## src/bgb_mul.sv

```systemverilog
// shared registered multiplier
module bgb_mul (
  input  logic clk,
  input  logic signed [24:0] a,
  input  logic signed [12:0] b,
  output logic signed [37:0] p
);

  always_ff @(posedge clk) begin
    p <= 38'(a * b);
  end

endmodule

```

## config.mk

```make
export PLATFORM = sky130hd
export DESIGN_NAME = bgb_mul
export DESIGN_NICKNAME = d
export VERILOG_FILES = /design/src/bgb_mul.sv
export SDC_FILE = /design/constraint.sdc
export NUM_CORES = 1
export LEC_CHECK = 0
export BUFFER_PORTS_ARGS = -buffer_cell sky130_fd_sc_hd__buf_2
export CORE_MARGIN = 1
export CORE_UTILIZATION = 45
export CTS_BUF_LIST = sky130_fd_sc_hd__clkbuf_4
export CTS_CLUSTER_SIZE = 40
export DETAILED_ROUTE_END_ITERATION = 7
export RECOVER_POWER = 50
export SKIP_CTS_REPAIR_TIMING = 1
export SYNTH_ARGS = -nofsm -noshare
export SYNTH_HDL_FRONTEND = slang
export SYNTH_SLANG_ARGS = --single-unit
```

## constraint.sdc

```tcl
create_clock -name clk -period 7.1 [get_ports clk]
set_clock_uncertainty 0.15 [all_clocks]
set_input_delay 0 -clock clk [delete_from_list [all_inputs] [get_ports clk]]
set_output_delay 0 -clock clk [all_outputs]
set_load 0.01 [all_outputs]
```

==> summary.md <==
| Metric | Value |
|---|---|
| Post-synth top cells | fa_1, inv_1, nand2_1 |
| Critical setup path kind | in -> reg |
| Status | finished, violations left |
| Failing checks | DRC |
| Unique masters post-synth | 50 |
| Arrival time at the worst endpoint | between 5 and 6 ns |
| WL/cell | around 18 um |
| Top post-synthesis cells by area | fa_1, ha_1, inv_1, dfxtp_1, nand2_1 |
| Post-Syn Instances | 1271 |
| Dpl ws | roughly 1.0 ns |
| Number of nets in the layout | 1723 |
| Clock Path Buffers | 2 |
| Min-delay worst type | in -> reg |
| Seq cells post-synth | 38 |
| Vias in the first global route | a little under 9000 |
| Most flops, register | p |
| RSZ-0062 raised after global routing | no |
| Crit end category | flip-flop |
| Share of cells above drive strength 1 | 0.0431 |
| Post-DP HPWL | about 23000 um |
| Final TNS setup | 0 ns |
| Core Box Area | roughly 26000 um2 |
| Critical path fanouts, max | 13 |
| Synth Cell Area | 11800 um2 |
| Most frequent cell after synthesis | fa_1 |
| Die Span Y | roughly 160 um |
| Fin cells | roughly 1600 |
| First-pass GRT wire length | about 46000 um |
| Max Cap Viol | 0 |
| Max reg flops | 38 |
| Async S/R FF share, synth | 0 |
| Final setup vio count | 0 |
| Biggest regs | p x38 |
| Sequential share of the synthesized area | 0.0642 |
| Setup crit start kind | input port |
| IO Count | slightly below 80 |
| Residual DRC | 2 |
| Routed wire length | 28800 um |
| Post-layout min period | approximately 5.8 ns |
| Most used flip-flop cell after synthesis | dfxtp_1 |
| GRT Util Overall | 0.227 |
| CP required | slightly above 7 ns |
| Via/cell ratio | 5.23 |
| Die width | 164 um |
| Syn. warnings | 0 |
| # diodes | 0 |
| Post-Syn Nets | between 1500 and 2000 |
| Hold Path Stages | 3 |
| Synth Area per Inst | 9.32 um2 |
| Initial DRC count | about 410 |
| Routed vias | between 8000 and 9000 |
| Total grt overflow | 0 |
| Final Hold Viols | 0 |
| CTS buffer count | 5 |
| H-tree depth | 2 |
| P&R area growth vs syn | 5.47% |
| Final instance area | about 12000 um2 |
| Final worst path period share | 0.821 |
| Area post-placement | 12400 um2 |
| Row count | 59 |
| Post-synth EDFFs | 0 |
| Routability cong. | a little over 0.8 |
| PortBufs | 76 |
| Root Buffer | clkbuf_4 |
| Worst Slack Setup Final | roughly 1.3 ns |
| Initial Utilization | 0.457 |
| Area of the die | between 20000 and 30000 um2 |
| Yosys top cell area share | 0.497 |
| Clk pin slew, worst setup/hold paths | 0.13 ns |
| Initial antenna violation count | 0 |
| Post-route ant nets | 0 |
| Dpl cells | 1625 |
| Clock sink total | 38 |
| Largest net degree at the start of global routing | 26 |
| Synth area leader | fa_1 |
| Max-slew headroom | 0.443 |
| DR pass1 iterations | 7 |
| Worst slew pin tran | about 0.83 ns |
| Slew Limit Fails | 0 |
| Fmax | approximately 0.17 GHz |
| CTS tree | built |
[per-layer routing]
layer / GRT usage / part of all wire / wire, um
met1: 0.275 / 0.38 / 10900
met2: 0.422 / 0.55 / 15800
met3: 0.0197 / 0.040 / 1160
met4: 0.0699 / 0.030 / 872
met5: 0 / 0 / 0
[placed cells by master, fill, tap and decap left out, types with 3 or more instances in the layout]
| master | Yosys | routed |
|---|---|---|
| o211ai_1 | 6 | 6 |
| a21oi_1 | 27 | 27 |
| fa_1 | 294 | 294 |
| a21o_1 | 9 | 9 |
| o21ai_0 | 13 | 13 |
| o21ai_1 | 3 | 3 |
| xor2_1 | 9 | 9 |
| nand3_1 | 8 | 8 |
| clkbuf_1 | 53 | 38 |
| ha_1 | 91 | 91 |
| a211oi_1 | 7 | 7 |
| dfxtp_1 | 38 | 38 |
| inv_1 | 264 | 264 |
| buf_2 | 1 | 38 |
| o311ai_0 | 4 | 4 |
| o21a_1 | 4 | 4 |
| and2_1 | 121 | 121 |
| clkbuf_4 | 1 | 5 |
| nand2_1 | 202 | 202 |
| nor3_1 | 11 | 11 |
| nor2_1 | 34 | 34 |
| xnor2_1 | 27 | 27 |
| nand2b_1 | 8 | 8 |
[per-stage QoR]
step,utilization,hold slack (ns)
5_1_grt,0.482,0.0581
4_1_cts,0.483,-0.145
3_5_place_dp,0.479,0.243
3_3_place_gp,0.479,0.243
2_1_floorplan,-,-0.0283
6_report,0.482,0.0757
[final cells by class]
| type | instances | area, um2 |
|---|---|---|
| clock inverter | 3 | 68.8 |
| inverter | 264 | 991 |
| tap | 335 | 419 |
| multi-input combinational | 912 | 9870 |
| clock buffer | 5 | 37.5 |
| fill | 2578 | 13400 |
| sequential | 38 | 761 |
| timing repair buffer | 78 | 353 |
[cells by family after synthesis]
| family | after synthesis | synth area share |
|---|---|---|
| buffers and inverters | 321 | 0.103 |
| XOR/XNOR | 36 | 0.0266 |
| AO/OA/AOI/OAI | 95 | 0.0551 |
| AND/OR/NAND/NOR | 396 | 0.158 |
| flip-flops | 38 | 0.0642 |
| adder cells (fa/ha/maj) | 385 | 0.593 |
[critical path, cell delays in order]
cell	delay, ns
dlygate4sd3_1	0.53
buf_2	0.21
nand2b_1	0.20
fa_1	0.47
fa_1	0.49
inv_1	0.05
fa_1	0.49
fa_1	0.43
fa_1	0.50
fa_1	0.47
ha_1	0.38
nand3_1	0.10
nor2_1	0.10
nand3_1	0.14
a2111oi_1	0.83
or2_4	0.28
a311oi_1	0.12
xnor2_1	0.15
[final timing paths]
kind | startpoint | end | slack [ns]
min | a[1] | p[1]$_DFF_P_ | 0.08
max | a[0] | p[30]$_DFF_P_ | 1.27
Power is not shown: default switching activity piles up to over one toggle a cycle in this logic, so the estimate is an artifact.
