--- config.mk ---
export PLATFORM = sky130hd
export DESIGN_NAME = bgb_mem
export DESIGN_NICKNAME = d
export VERILOG_FILES = /design/src/bgb_pkg.sv /design/src/bgb_mem.sv
export SDC_FILE = /design/constraint.sdc
export NUM_CORES = 1
export LEC_CHECK = 0
export BUFFER_PORTS_ARGS = -buffer_cell sky130_fd_sc_hd__buf_2
export CORE_MARGIN = 4
export CORE_UTILIZATION = 60
export CTS_CLUSTER_DIAMETER = 60
export DETAILED_ROUTE_END_ITERATION = 7
export PLACE_DENSITY = 0.87
export SLEW_MARGIN = 25
export SYNTH_ARGS = -nofsm -noshare
export SYNTH_HDL_FRONTEND = slang
export SYNTH_SLANG_ARGS = --single-unit
--- constraint.sdc ---
create_clock -name clk -period 27 [get_ports clk]
set_input_delay 2.7 -clock clk [delete_from_list [all_inputs] [get_ports clk]]
set_output_delay 2.7 -clock clk [all_outputs]
set_load 0.005 [all_outputs]
--- src/bgb_pkg.sv ---
// shared types and constants for the gravity bounce step unit
package bgb_pkg;

  localparam int MAX_BODIES_DEF = 8;

  localparam logic [11:0] GRAVITY_RESET = 12'd384;
  localparam logic [11:0] WIDTH_RESET = 12'd640;
  localparam logic [11:0] HEIGHT_RESET = 12'd480;

  localparam logic [1:0] REG_GRAVITY = 2'd0;
  localparam logic [1:0] REG_WIDTH = 2'd1;
  localparam logic [1:0] REG_HEIGHT = 2'd2;

  localparam logic OP_LOAD = 1'b0;
  localparam logic OP_TICK = 1'b1;

  localparam int FLAG_GRAVITY = 0;
  localparam int FLAG_ELASTIC = 1;
  localparam int FLAG_FRICTION = 2;

  typedef struct packed {
    logic signed [23:0] pos_x;
    logic signed [23:0] pos_y;
    logic signed [23:0] speed_x;
    logic signed [23:0] speed_y;
    logic signed [23:0] drift_y;
    logic signed [23:0] box_cx;
    logic signed [23:0] box_cy;
    logic [10:0] half_w;
    logic [10:0] half_h;
    logic [10:0] radius;
    logic [2:0] mode;
    logic [11:0] weight;
    logic [8:0] bounce;
    logic [8:0] drag;
  } body_t;

endpackage

--- src/bgb_mem.sv ---
// body table memory, one write port and one registered read port
module bgb_mem #(
  parameter int DEPTH = bgb_pkg::MAX_BODIES_DEF,
  parameter int IW = $clog2(DEPTH)
) (
  input  logic clk,
  input  logic we,
  input  logic [IW-1:0] waddr,
  input  bgb_pkg::body_t wdata,
  input  logic [IW-1:0] raddr,
  output bgb_pkg::body_t rdata
);

  bgb_pkg::body_t mem [DEPTH];

  always_ff @(posedge clk) begin
    if (we) begin
      mem[waddr] <= wdata;
    end
    rdata <= mem[raddr];
  end

endmodule

==> metrics.txt <==
number of buffers inserted by post-CTS setup repair 0; layout filler cell count 6781; Detailed Route Iter0 Violations between 4000 and 5000; die outline area approximately 130000 sq um; first-pass GRT wire length approximately 240 mm; startpoint of the lowest-slack register-to-register path mem[5][191]; arrival time reported for the critical path endpoint 6360 ps; share of synthesized cell area in full adder, half adder and majority cells 0%; share of the clock period used by the worst path after layout a little over a fifth; hold_sp mem[4][6]; area share of xor/xnor cells in the synthesized design 0%; number of sinks handled by clock tree synthesis about 2100; Remaining DRCs 0; number of hold-repair buffers added at the cts stage 0; logic depth of the worst register-to-register path 2; detailed placer's ending HPWL just over 80 mm; data required time at the worst endpoint 27710 ps; peak fanout along the critical path just under 50; Area growth, synth to finish 14.39%; synthesized flop and latch total 2106; TritonRoute pass-1 iters 6; P per Cell Area between 70 and 80 nW/um^2; DR WL/cell about 30 um; pin count of the biggest net entering global routing 162; share of the synthesized area in compound gates (AO/OA/AOI/OAI) 0%; share of Yosys cell area claimed by the top area cell type ~75%; number of top-level pins 476; design area 85820 sq um; critical path class in2reg; clock slew at the register clock pins of the worst setup and hold paths 60 ps; setup tns final 0 ps; Max Transition Viols Final 0; class of the most critical hold timing path reg2reg; static leakage 28.30 nW; share of final-layout standard cells stronger than drive strength 1 41.38%; Die X-Extent around 360 um; largest family of logic cells by synthesized area multiplexers; slack of the worst reg-to-reg path about 26000 ps; post-synthesis cell type with the largest combined area sky130_fd_sc_hd__edfxtp_1; number of failing setup endpoints in the final timing report 0; most common cell after layout, fill and taps aside sky130_fd_sc_hd__edfxtp_1; register area share after synthesis about four fifths; GR Overflow Total 0; post-route ant nets 0; sum of internal, switching and leakage power around 6.8 mW; weighted congestion reported at the end of routability-driven placement 0.7288; via count 33680; clock tree from TritonCTS yes; proportion of synthesized area in mux cells between 10% and 20%; Post-Synthesis Mean Instance Area 25.42 sq um; most used cell along the critical path sky130_fd_sc_hd__buf_4; Num CTS Buffers ~190; capture instance of the worst register-to-register path rdata[191]; smallest setup slack after layout approximately 21000 ps; cells taking the most area after synthesis sky130_fd_sc_hd__edfxtp_1 (75%), sky130_fd_sc_hd__mux4_2 (14%), sky130_fd_sc_hd__dfxtp_1 (6.2%), sky130_fd_sc_hd__mux2_2 (3.5%), sky130_fd_sc_hd__buf_6 (0.71%); antenna violations before repair roughly 50; Rows 129; mapped cell area 75020 sq um; critical path capture point rdata[163]; Std-Cell Core Area ~120000 sq um; run status finished clean; post-CTS sizing 0; first element of the critical path raddr[0]; kind of start point of the critical path input port; RSZ-0062 raised after global routing no; placed standard-cell area 79070 sq um; Worst setup EP type flip-flop; cell chain of the critical path buf_8 -> buf_6 -> buf_4 -> buf_4 -> mux4_2 -> mux2_2; Netlist cell types 12; family with the most delay on the worst path buffers and inverters; buffer cell driving the clock tree root sky130_fd_sc_hd__clkbuf_16; Vert. Die Dim roughly 360 um; number of max-capacitance violations reported 0; syn nets between 3000 and 4000; Setup WS pre-CTS roughly 20000 ps; synthesized instance count approximately 3000; Clk Latency, worst-skew pair 820 ps; number of nets in the layout 3786; number of global-route vias before repair between 30000 and 40000; # H-tree levels 4; final instance count without filler cells ~5400; Placed Cells incl. Taps about 5000; maximum clock rate roughly 0.18 GHz; peak per-stage delay on the critical path 790 ps; All-Layer GR Usage about a quarter; buffering stage count on the worst path with inverters included 4; Worst-Margin Slew approximately 1300 ps; Max transition margin between 10 and 15%; fraction of the mapped netlist area in simple logic gates less than 1%; effective utilization at floorplan 60.52%; path length in cells of the critical path 6; Clock Skew between 20 and 30 ps; number of buffers on the longest clock path 3; highest-count cells in the layout ignoring fill and taps sky130_fd_sc_hd__edfxtp_1 (1872), sky130_fd_sc_hd__buf_2 (472), sky130_fd_sc_hd__mux4_2 (468), sky130_fd_sc_hd__mux2_2 (234), sky130_fd_sc_hd__dfxtp_1 (234); number of vias per cell roughly 6.2; maximum VDD drop about 74 uV; cell with the largest stage delay on the worst path sky130_fd_sc_hd__buf_4; YS warnings 0; Total Wirelength ~170 mm; IO buf count 475; final hold viol count 0; post-layout min period 5647 ps
==> per-layer routing <==
metal	GRT usage, %	routed length [um]	vias up
li1	-	-	13760
met1	32.80	58640	17800
met2	42.68	87490	1752
met3	5.230	12840	338
met4	10.03	5997	26
met5	0	170	-
==> synth_stat cells <==
| cell | count |
|---|---|
| sky130_fd_sc_hd__dfxtp_1 | 234 |
| sky130_fd_sc_hd__mux2_2 | 234 |
| sky130_fd_sc_hd__buf_2 | 39 |
| sky130_fd_sc_hd__nand2_1 | 2 |
| sky130_fd_sc_hd__edfxtp_1 | 1872 |
| sky130_fd_sc_hd__clkbuf_1 | 20 |
| sky130_fd_sc_hd__buf_1 | 24 |
| sky130_fd_sc_hd__nor2_1 | 6 |
| sky130_fd_sc_hd__nand2b_1 | 3 |
| sky130_fd_sc_hd__mux4_2 | 468 |
| sky130_fd_sc_hd__nor3_1 | 2 |
| sky130_fd_sc_hd__buf_6 | 47 |
==> worst min path at each step <==
stage / cells after the start / slack, ps / endpoint
final: 2 / 660 / rdata[6]
after global routing: 2 / 690 / rdata[18]
after CTS: 2 / 670 / rdata[6]
after detailed placement: 2 / 670 / rdata[109]
after global placement: 2 / 660 / rdata[87]
after floorplan: 2 / 660 / rdata[0]
==> area by class of cell <==
cell class | count | area (sq um) | share of cell area, %
sequential | 2106 | 60900 | 70.96
multi-input combinational | 715 | 13290 | 15.48
clock buffer | 268 | 5433 | 6.330
timing repair buffer | 528 | 2979 | 3.471
tap | 1637 | 2048 | 2.387
clock inverter | 95 | 1065 | 1.241
antenna | 43 | 107.6 | 0.1254
==> power by group <==
part	internal (mW)	switching [mW]	total, mW
Combinational	0.163	0.187	0.350
Clock	1.57	1.20	2.77
Sequential	3.68	0.0474	3.73
==> logic make-up (layout without fill, tap and decap cells) <==
| family | Yosys count | count (layout) |
|---|---|---|
| mux | 702 | 702 |
| flops | 2106 | 2106 |
| simple gates | 13 | 13 |
| buf+inv | 130 | 891 |
| other cells | 0 | 43 |
==> flip-flops by register name, indices dropped and copies added (netlist names) <==
register  count
rdata       234
mem        1872
==> through the flow <==
step | utilization, % | hold WS [ps]
after global placement | 63.78 | 660.9
after global routing | 69.20 | 691.7
after floorplan | - | 656.5
final | 69.23 | 663.2
after CTS | 69.03 | 665.4
after detailed placement | 63.78 | 668.0
==> worst min-delay path: cells and delay by family (launching register included) <==
family        cells  cell delay, ps
flip-flops        1             310
multiplexers      2             350
(Power assumes the default switching activity.)
