`src/bgb_pkg.sv`:
```
// shared types and constants for the gravity bounce step unit
package bgb_pkg;

  localparam int MAX_BODIES_DEF = 8;

  localparam logic [11:0] GRAVITY_RESET = 12'd384;
  localparam logic [11:0] WIDTH_RESET = 12'd640;
  localparam logic [11:0] HEIGHT_RESET = 12'd480;

  localparam logic [1:0] REG_GRAVITY = 2'd0;
  localparam logic [1:0] REG_WIDTH = 2'd1;
  localparam logic [1:0] REG_HEIGHT = 2'd2;

  localparam logic OP_LOAD = 1'b0;
  localparam logic OP_TICK = 1'b1;

  localparam int FLAG_GRAVITY = 0;
  localparam int FLAG_ELASTIC = 1;
  localparam int FLAG_FRICTION = 2;

  typedef struct packed {
    logic signed [23:0] pos_x;
    logic signed [23:0] pos_y;
    logic signed [23:0] speed_x;
    logic signed [23:0] speed_y;
    logic signed [23:0] drift_y;
    logic signed [23:0] box_cx;
    logic signed [23:0] box_cy;
    logic [10:0] half_w;
    logic [10:0] half_h;
    logic [10:0] radius;
    logic [2:0] mode;
    logic [11:0] weight;
    logic [8:0] bounce;
    logic [8:0] drag;
  } body_t;

endpackage

```
`src/bgb_seq.sv`:
```
// sequencer and datapath that walks the body table for one tick
module bgb_seq #(
  parameter int MAX_BODIES = bgb_pkg::MAX_BODIES_DEF,
  parameter int IW = $clog2(MAX_BODIES)
) (
  input  logic clk,
  input  logic rst,
  input  logic start,
  output logic busy,
  input  logic operation,
  input  logic [2:0] body_index,
  input  logic signed [23:0] start_x,
  input  logic signed [23:0] start_y,
  input  logic signed [23:0] horiz_speed,
  input  logic signed [23:0] vert_drift,
  input  logic [11:0] box_width,
  input  logic [11:0] box_height,
  input  logic [2:0] mode_flags,
  input  logic [11:0] mass_weight,
  input  logic [8:0] bounce_factor,
  input  logic [8:0] drag_factor,
  input  logic [11:0] gravity_accel,
  input  logic [11:0] arena_width,
  input  logic [11:0] arena_height,
  output logic mem_we,
  output logic [IW-1:0] mem_waddr,
  output bgb_pkg::body_t mem_wdata,
  output logic [IW-1:0] mem_raddr,
  input  bgb_pkg::body_t mem_rdata,
  output logic signed [24:0] mul_a,
  output logic signed [12:0] mul_b,
  input  logic signed [37:0] mul_p,
  output logic result_strobe,
  output logic [2:0] out_index,
  output logic signed [23:0] out_x,
  output logic signed [23:0] out_y,
  output logic on_ground,
  output logic last_body
);

  localparam logic [4:0] S_IDLE = 5'd0;
  localparam logic [4:0] S_SCAN = 5'd1;
  localparam logic [4:0] S_LOADB = 5'd2;
  localparam logic [4:0] S_GRAV = 5'd3;
  localparam logic [4:0] S_GRAV_M = 5'd4;
  localparam logic [4:0] S_GRAV_P = 5'd5;
  localparam logic [4:0] S_PAIR_ADDR = 5'd6;
  localparam logic [4:0] S_PAIR_CHK = 5'd7;
  localparam logic [4:0] S_PAIR_B = 5'd8;
  localparam logic [4:0] S_PAIR_O = 5'd9;
  localparam logic [4:0] S_PAIR_OM = 5'd10;
  localparam logic [4:0] S_PAIR_WR = 5'd11;
  localparam logic [4:0] S_WALL = 5'd12;
  localparam logic [4:0] S_WALL_M = 5'd13;
  localparam logic [4:0] S_FRIC = 5'd14;
  localparam logic [4:0] S_FRIC_M = 5'd15;
  localparam logic [4:0] S_MOVEX = 5'd16;
  localparam logic [4:0] S_DRIFT = 5'd17;
  localparam logic [4:0] S_EMIT = 5'd18;

  localparam logic [IW-1:0] LAST = IW'(MAX_BODIES - 1);

  logic [4:0] state;
  logic [IW-1:0] i;
  logic [IW-1:0] j;
  logic [MAX_BODIES-1:0] slot_valid;
  bgb_pkg::body_t w;
  bgb_pkg::body_t ow;
  logic signed [23:0] o_sy;
  logic grounded;

  logic signed [27:0] py28, sy28, px28, sx28, r28, fl28, wl28, nx28;
  logic fall, hit, ovl, gnd_now, load_ok;
  logic signed [23:0] scaled;
  logic signed [26:0] al, ar, at, ab, bl, br, bt, bb;
  bgb_pkg::body_t load_word;
  logic [12:0] size_sum;

  assign busy = (state != S_IDLE);
  assign scaled = mul_p[31:8];
  assign load_ok = ({{(IW + 3){1'b0}}, body_index} < (IW + 6)'(MAX_BODIES));

  always_comb begin
    py28 = {{4{w.pos_y[23]}}, w.pos_y};
    sy28 = {{4{w.speed_y[23]}}, w.speed_y};
    px28 = {{4{w.pos_x[23]}}, w.pos_x};
    sx28 = {{4{w.speed_x[23]}}, w.speed_x};
    r28 = $signed({9'd0, w.radius, 8'd0});
    fl28 = $signed({8'd0, arena_height, 8'd0});
    wl28 = $signed({8'd0, arena_width, 8'd0});
    nx28 = px28 + sx28;
    fall = (py28 + r28 + sy28) < fl28;
    hit = ((nx28 + r28) > wl28) || ((nx28 - r28) < 28'sd0);
    gnd_now = ($signed({{4{mem_rdata.pos_y[23]}}, mem_rdata.pos_y})
               + $signed({9'd0, mem_rdata.radius, 8'd0})) >= fl28;
    al = {{3{w.box_cx[23]}}, w.box_cx} - $signed({8'd0, w.half_w, 8'd0});
    ar = {{3{w.box_cx[23]}}, w.box_cx} + $signed({8'd0, w.half_w, 8'd0});
    at = {{3{w.box_cy[23]}}, w.box_cy} - $signed({8'd0, w.half_h, 8'd0});
    ab = {{3{w.box_cy[23]}}, w.box_cy} + $signed({8'd0, w.half_h, 8'd0});
    bl = {{3{mem_rdata.box_cx[23]}}, mem_rdata.box_cx}
         - $signed({8'd0, mem_rdata.half_w, 8'd0});
    br = {{3{mem_rdata.box_cx[23]}}, mem_rdata.box_cx}
         + $signed({8'd0, mem_rdata.half_w, 8'd0});
    bt = {{3{mem_rdata.box_cy[23]}}, mem_rdata.box_cy}
         - $signed({8'd0, mem_rdata.half_h, 8'd0});
    bb = {{3{mem_rdata.box_cy[23]}}, mem_rdata.box_cy}
         + $signed({8'd0, mem_rdata.half_h, 8'd0});
    ovl = (al < br) && (ar > bl) && (at < bb) && (ab > bt);
  end

  always_comb begin
    size_sum = {1'b0, box_width} + {1'b0, box_height};
    load_word.pos_x = start_x;
    load_word.pos_y = start_y;
    load_word.speed_x = horiz_speed;
    load_word.speed_y = 24'sd0;
    load_word.drift_y = vert_drift;
    load_word.box_cx = start_x;
    load_word.box_cy = start_y;
    load_word.half_w = box_width[11:1];
    load_word.half_h = box_height[11:1];
    load_word.radius = size_sum[12:2];
    load_word.mode = mode_flags;
    load_word.weight = mass_weight;
    load_word.bounce = bounce_factor;
    load_word.drag = drag_factor;
  end

  // shared multiplier operand select
  always_comb begin
    mul_a = {w.speed_y[23], w.speed_y};
    mul_b = -$signed({4'd0, w.bounce});
    unique case (state)
      S_GRAV: begin
        if (fall) begin
          mul_a = $signed({13'd0, gravity_accel});
          mul_b = $signed({1'b0, w.weight});
        end
      end
      S_PAIR_O: begin
        mul_a = {o_sy[23], o_sy};
        mul_b = -$signed({4'd0, ow.bounce});
      end
      S_WALL: begin
        mul_a = {w.speed_x[23], w.speed_x};
      end
      S_FRIC: begin
        mul_a = {w.speed_x[23], w.speed_x};
        mul_b = 13'sd256 - $signed({4'd0, w.drag});
      end
      default: begin
      end
    endcase
  end

  // table read address and write select
  always_comb begin
    mem_we = 1'b0;
    mem_waddr = i;
    mem_wdata = w;
    mem_raddr = (state == S_SCAN) ? i : j;
    unique case (state)
      S_IDLE: begin
        mem_we = start && (operation == bgb_pkg::OP_LOAD) && load_ok;
        mem_waddr = IW'(body_index);
        mem_wdata = load_word;
      end
      S_PAIR_WR: begin
        mem_we = 1'b1;
        mem_waddr = j;
        mem_wdata = ow;
        mem_wdata.speed_y = o_sy;
      end
      S_EMIT: begin
        mem_we = 1'b1;
      end
      default: begin
      end
    endcase
  end

  always_ff @(posedge clk) begin
    if (rst) begin
      state <= S_IDLE;
      slot_valid <= '0;
      result_strobe <= 1'b0;
      i <= '0;
      j <= '0;
    end else begin
      result_strobe <= 1'b0;
      unique case (state)
        S_IDLE: begin
          if (start) begin
            if (operation == bgb_pkg::OP_LOAD) begin
              if (load_ok) begin
                slot_valid[IW'(body_index)] <= 1'b1;
              end
            end else begin
              i <= '0;
              state <= S_SCAN;
            end
          end
        end
        S_SCAN: begin
          if (slot_valid[i]) begin
            state <= S_LOADB;
          end else if (i == LAST) begin
            state <= S_IDLE;
          end else begin
            i <= i + 1'b1;
          end
        end
        S_LOADB: begin
          w <= mem_rdata;
          w.box_cx <= mem_rdata.pos_x;
          w.box_cy <= mem_rdata.pos_y;
          grounded <= gnd_now;
          state <= S_GRAV;
        end
        S_GRAV: begin
          j <= '0;
          state <= w.mode[bgb_pkg::FLAG_GRAVITY] ? S_GRAV_M : S_PAIR_ADDR;
        end
        S_GRAV_M: begin
          if (fall) begin
            w.speed_y <= w.speed_y + scaled;
          end else if (w.mode[bgb_pkg::FLAG_ELASTIC]) begin
            w.speed_y <= scaled;
          end else begin
            w.speed_y <= 24'sd0;
            w.pos_y <= 24'(fl28 - r28);
          end
          state <= S_GRAV_P;
        end
        S_GRAV_P: begin
          w.pos_y <= w.pos_y + w.speed_y;
          state <= S_PAIR_ADDR;
        end
        S_PAIR_ADDR: begin
          if (j != i && slot_valid[j]) begin
            state <= S_PAIR_CHK;
          end else if (j == LAST) begin
            state <= S_WALL;
          end else begin
            j <= j + 1'b1;
          end
        end
        S_PAIR_CHK: begin
          ow <= mem_rdata;
          if (!ovl) begin
            o_sy <= mem_rdata.speed_y;
            if (j == LAST) begin
              state <= S_WALL;
            end else begin
              j <= j + 1'b1;
              state <= S_PAIR_ADDR;
            end
          end else if (w.mode[bgb_pkg::FLAG_ELASTIC]) begin
            o_sy <= mem_rdata.speed_y;
            state <= S_PAIR_B;
          end else begin
            w.speed_y <= 24'sd0;
            o_sy <= 24'sd0;
            state <= S_PAIR_O;
          end
        end
        S_PAIR_B: begin
          w.speed_y <= scaled;
          state <= S_PAIR_O;
        end
        S_PAIR_O: begin
          if (ow.mode[bgb_pkg::FLAG_ELASTIC]) begin
            state <= S_PAIR_OM;
          end else begin
            w.speed_y <= 24'sd0;
            o_sy <= 24'sd0;
            state <= S_PAIR_WR;
          end
        end
        S_PAIR_OM: begin
          o_sy <= scaled;
          state <= S_PAIR_WR;
        end
        S_PAIR_WR: begin
          if (j == LAST) begin
            state <= S_WALL;
          end else begin
            j <= j + 1'b1;
            state <= S_PAIR_ADDR;
          end
        end
        S_WALL: begin
          if (w.speed_x == 24'sd0) begin
            state <= S_DRIFT;
          end else if (hit && w.mode[bgb_pkg::FLAG_ELASTIC]
                       && w.mode[bgb_pkg::FLAG_FRICTION]) begin
            state <= S_WALL_M;
          end else begin
            if (hit) begin
              w.speed_x <= w.mode[bgb_pkg::FLAG_ELASTIC] ? -w.speed_x : 24'sd0;
            end
            state <= S_FRIC;
          end
        end
        S_WALL_M: begin
          w.speed_x <= scaled;
          state <= S_FRIC;
        end
        S_FRIC: begin
          state <= (w.mode[bgb_pkg::FLAG_FRICTION] && grounded) ? S_FRIC_M : S_MOVEX;
        end
        S_FRIC_M: begin
          w.speed_x <= scaled;
          state <= S_MOVEX;
        end
        S_MOVEX: begin
          w.pos_x <= w.pos_x + w.speed_x;
          state <= S_DRIFT;
        end
        S_DRIFT: begin
          w.pos_y <= w.pos_y + w.drift_y;
          state <= S_EMIT;
        end
        S_EMIT: begin
          result_strobe <= 1'b1;
          out_index <= 3'(i);
          out_x <= w.pos_x;
          out_y <= w.pos_y;
          on_ground <= grounded;
          last_body <= (((slot_valid >> i) >> 1) == '0);
          if (i == LAST) begin
            state <= S_IDLE;
          end else begin
            i <= i + 1'b1;
            state <= S_SCAN;
          end
        end
        default: begin
          state <= S_IDLE;
        end
      endcase
    end
  end

endmodule

```
`config.mk`:
```
export PLATFORM = sky130hd
export DESIGN_NAME = bgb_seq
export DESIGN_NICKNAME = d
export VERILOG_FILES = /design/src/bgb_pkg.sv /design/src/bgb_seq.sv
export SDC_FILE = /design/constraint.sdc
export NUM_CORES = 2
export LEC_CHECK = 0
export BUFFER_PORTS_ARGS = -buffer_cell sky130_fd_sc_hd__buf_2
export CAP_MARGIN = 25
export CORE_AREA = 2 2 310 312
export CTS_CLUSTER_SIZE = 20
export DETAILED_ROUTE_END_ITERATION = 7
export DIE_AREA = 0 0 312 314
export GPL_TIMING_DRIVEN = 0
export PLACE_DENSITY_LB_ADDON = 0.2
export SYNTH_ARGS = -nofsm -noshare
export SYNTH_HDL_FRONTEND = slang
export SYNTH_SLANG_ARGS = --single-unit
```
`constraint.sdc`:
```
create_clock -name clk -period 35.8 [get_ports clk]
set_input_delay 5.37 -clock clk [delete_from_list [all_inputs] [get_ports clk]]
set_output_delay 5.37 -clock clk [all_outputs]
set_load 0.01 [all_outputs]
```
==> results.txt <==
vias in the first global route -> 33.4k
die area -> 98000 sq um
critical path endpoint category -> output port
core area -> 94400 sq um
P_leak -> 19.8 nW
Starting DRT DRC Count -> 4393
vias per std cell -> 6.01
WP data required -> 30.43 ns
Mapped Nets -> 4588
Syn-to-layout area delta -> 22.4%
initial antenna violation count -> 47
Root Buffer -> clkbuf_16
Peak VDD IR -> 38.9 uV
RSZ-0062 raised after global routing -> no
Post-synth EDFFs -> 522
Tmin final -> 14.76 ns
Syn Area/Cell -> 10.2 sq um
largest net degree at the start of global routing -> 34
Reg power frac -> 27.7%
Layout Utilization -> 49.2%
Top FF cell, synth -> edfxtp_1
Clk pwr share -> 24.9%
FF-to-FF setup slack -> 27.17 ns
Nets -> 5480
Hold-fix buffers, CTS -> 0
synthesized flop and latch total -> 542
Int Pwr -> 1.59 mW
Crit path arrival time -> 9.39 ns
CP startpoint kind -> input pin
Netlist cell types -> 85
Critical path origin -> arena_height[5]
CP max FO -> 10
worst hold path type -> reg -> reg
layout cells sized above 1 -> 21.8%
postcts setup bufs -> 0
cts bufs inserted -> 66
register area share after synthesis -> 42.4%
ys async rst share -> 0%
Post-DP HPWL -> 147000 um
Pwr per Cell Area -> 59.5 nW/um^2
setup_tns -> 0 ns
failing checks -> DRC
num rows -> 113
Clock Path Buffers -> 3
Die X -> 312 um
Post-Syn Area -> 37900 sq um
Tot GR Track Use -> 34.8%
TritonCTS clock tree -> built
CTS resizes -> 0
CP Cell Sequence -> buf_2 -> inv_1 -> ha_1 -> a21o_1 -> a21o_1 -> a211o_1 -> a21oi_1 -> o2111ai_1 -> a221oi_2 -> nand4_1 -> o21ai_2 -> buf_4 -> o22ai_4 -> a222oi_1 -> inv_1 -> buf_4 -> buf_2
vias -> 35.7k
type of the worst setup path -> in -> out
overall routed net length -> 178000 um
Max-slew headroom -> 23.8%
Worst Skew -> 0.0306 ns
fmax -> 67.7 MHz
reg2reg path depth -> 27
Mapped Cells -> 3720
Slowest-stage cell, CP -> a222oi_1
Final Slew Violations -> 0
GRT overflow -> 0
clock sinks -> 542
switching part of the total -> 42.5%
final hold vios -> 0
ANT nets after route -> 0
Reg-to-Reg Start -> sx28[0]
logic gate share of total power -> 47.4%
max-cap viol count -> 0
RR Endpoint -> sx28[23]
Min-Delay Path Depth -> 2
clock slew at reported path FFs -> 0.06 ns
NetSw -> 1.17 mW
outcome -> finished, violations left
htree depth -> 3
clk_lat worst skew -> 0.66 ns
crit-path max cell delay -> 1.04 ns
Hold Path Origin -> slot_valid[0]
DR WL/cell -> 29.9 um
Ys Warns -> 0
Final setup viols -> 0
Remaining DRCs -> 1
io pins -> 802
first-pass GRT wire length -> 243000 um
Hold Path End -> slot_valid[0]
die height -> 314 um
initial core utilization -> 40.2%
Period Utilization, post-route -> 41.2%
gpl congestion -> 1.01
count of input and output buffers -> 787
worst slew pin tran -> 1.14 ns
iteration count of the initial detailed-routing pass -> 8
==> sequential cells by signal, indices dropped and copies added, names as in the netlist, 5 cells and up <==
register / cells
sx28: 24
sy28: 24
out_x: 24
o_sy: 24
slot_valid: 8
state: 5
r28: 11
px28: 24
out_y: 24
py28: 24
ow: 210
w: 127
==> area by class of cell <==
class | count | area, sq um
buffer | 160 | 631
clock inverter | 45 | 483
antenna | 22 | 55.1
timing repair buffer | 824 | 4610
inverter | 246 | 923
sequential | 542 | 16100
fill | 9118 | 48000
multi-input combinational | 2772 | 20400
clock buffer | 75 | 1690
tap | 1265 | 1580
==> logic make-up (layout without fill, tap and decap cells) <==
| family | count (synthesis) | count (layout) | synth area share, % |
|---|---|---|---|
| buf+inv | 406 | 1350 | 4.09 |
| simple gates | 998 | 998 | 12.4 |
| flops | 542 | 542 | 42.4 |
| xor+xnor | 241 | 241 | 5.56 |
| fa+ha+maj | 400 | 400 | 13.7 |
| compound gates | 1077 | 1077 | 20.1 |
| mux | 56 | 56 | 1.74 |
| other cells | 0 | 22 | 0 |
==> worst max-delay path by stage <==
stage	to	slack, ns
2_1_floorplan	ow[0]	20.52
3_3_place_gp	ow[193]	14.21
3_5_place_dp	mul_a[24]	21.13
4_1_cts	mul_a[24]	21.12
5_1_grt	mul_a[24]	21.01
6_report	mul_a[24]	21.04
==> critical path, delay by kind of cell <==
kind                       cells  cell delay, ns
and+or+nand+nor                1            0.17
AOI/OAI and AO/OA              9            2.62
buffers and inverters          6            0.90
adders and majority gates      1            0.32
==> cells in the final DEF, fill, tap and decap left out, types with 35 or more instances in the layout <==
master / netlist / routed
buf_2: 9 / 797
nor2_1: 187 / 185
mux2_2: 40 / 40
a22o_1: 52 / 52
nor2b_1: 45 / 45
a22oi_1: 145 / 145
edfxtp_1: 522 / 522
clkbuf_1: 133 / 139
nand2_1: 412 / 412
ha_1: 375 / 375
clkbuf_16: 0 / 66
xor2_1: 81 / 81
a21oi_1: 227 / 226
a21o_1: 71 / 71
o21ai_0: 188 / 188
inv_1: 246 / 246
o21bai_1: 35 / 35
nand2b_1: 46 / 46
a221o_1: 130 / 130
xnor2_1: 160 / 160
nor3_1: 60 / 59
and3_1: 70 / 70
==> metrics by stage <==
stage                     hold slack (ns)  power, mW  instances  worst slack, ns  cell area (sq um)
after floorplan                     0.432       1.47       3720            20.52              37900
after global placement              0.485       2.04       5772            14.21              43500
after detailed placement            0.505       2.06       5809            21.13              44200
after CTS                           0.518       2.75       5929            21.12              46400
after global routing                0.535       2.87       5939            21.01              46400
final                               0.519       2.76       5951            21.04              46400
==> layer usage <==
layer	global-route usage, %	part of all wire [%]	wire (um)
met2	56.3	46	81400
met1	45.3	39	69800
met5	0	0.095	169
met3	7.37	10	18400
met4	14.2	4.4	7850
==> synthesized netlist by cell type, types with 20 or more instances <==
cell	instances	share of area (%)
nor2b_1	45	0.74
nor4_1	24	0.40
o21ai_0	188	2.5
o21bai_1	35	0.69
and3_1	70	1.2
o21a_1	30	0.59
a211oi_1	21	0.42
mux2_2	40	1.2
xnor2_1	160	3.7
dfxtp_1	20	1.1
nand2_1	412	4.1
a21o_1	71	1.4
a22o_1	52	1.2
clkbuf_1	133	1.3
ha_1	375	12
fa_1	25	1.3
a222oi_1	27	0.71
or3_1	28	0.46
a22oi_1	145	2.9
xor2_1	81	1.9
nor2_1	187	1.8
nand4_1	23	0.38
a31oi_1	23	0.38
edfxtp_1	522	41
nand2b_1	46	0.76
a221o_1	130	3.4
nor3_1	60	0.79
inv_1	246	2.4
nand3_1	34	0.45
a21oi_1	227	3.0
==> power groups by stage <==
stage          logic, mW  clock network [mW]  registers, mW
6_report            1.31               0.687          0.765
3_3_place_gp        1.26                   0          0.782
3_5_place_dp        1.29                   0          0.777
4_1_cts             1.29               0.692          0.764
5_1_grt             1.39               0.714          0.765
2_1_floorplan      0.717                   0          0.754
(Power assumes the default switching activity.)
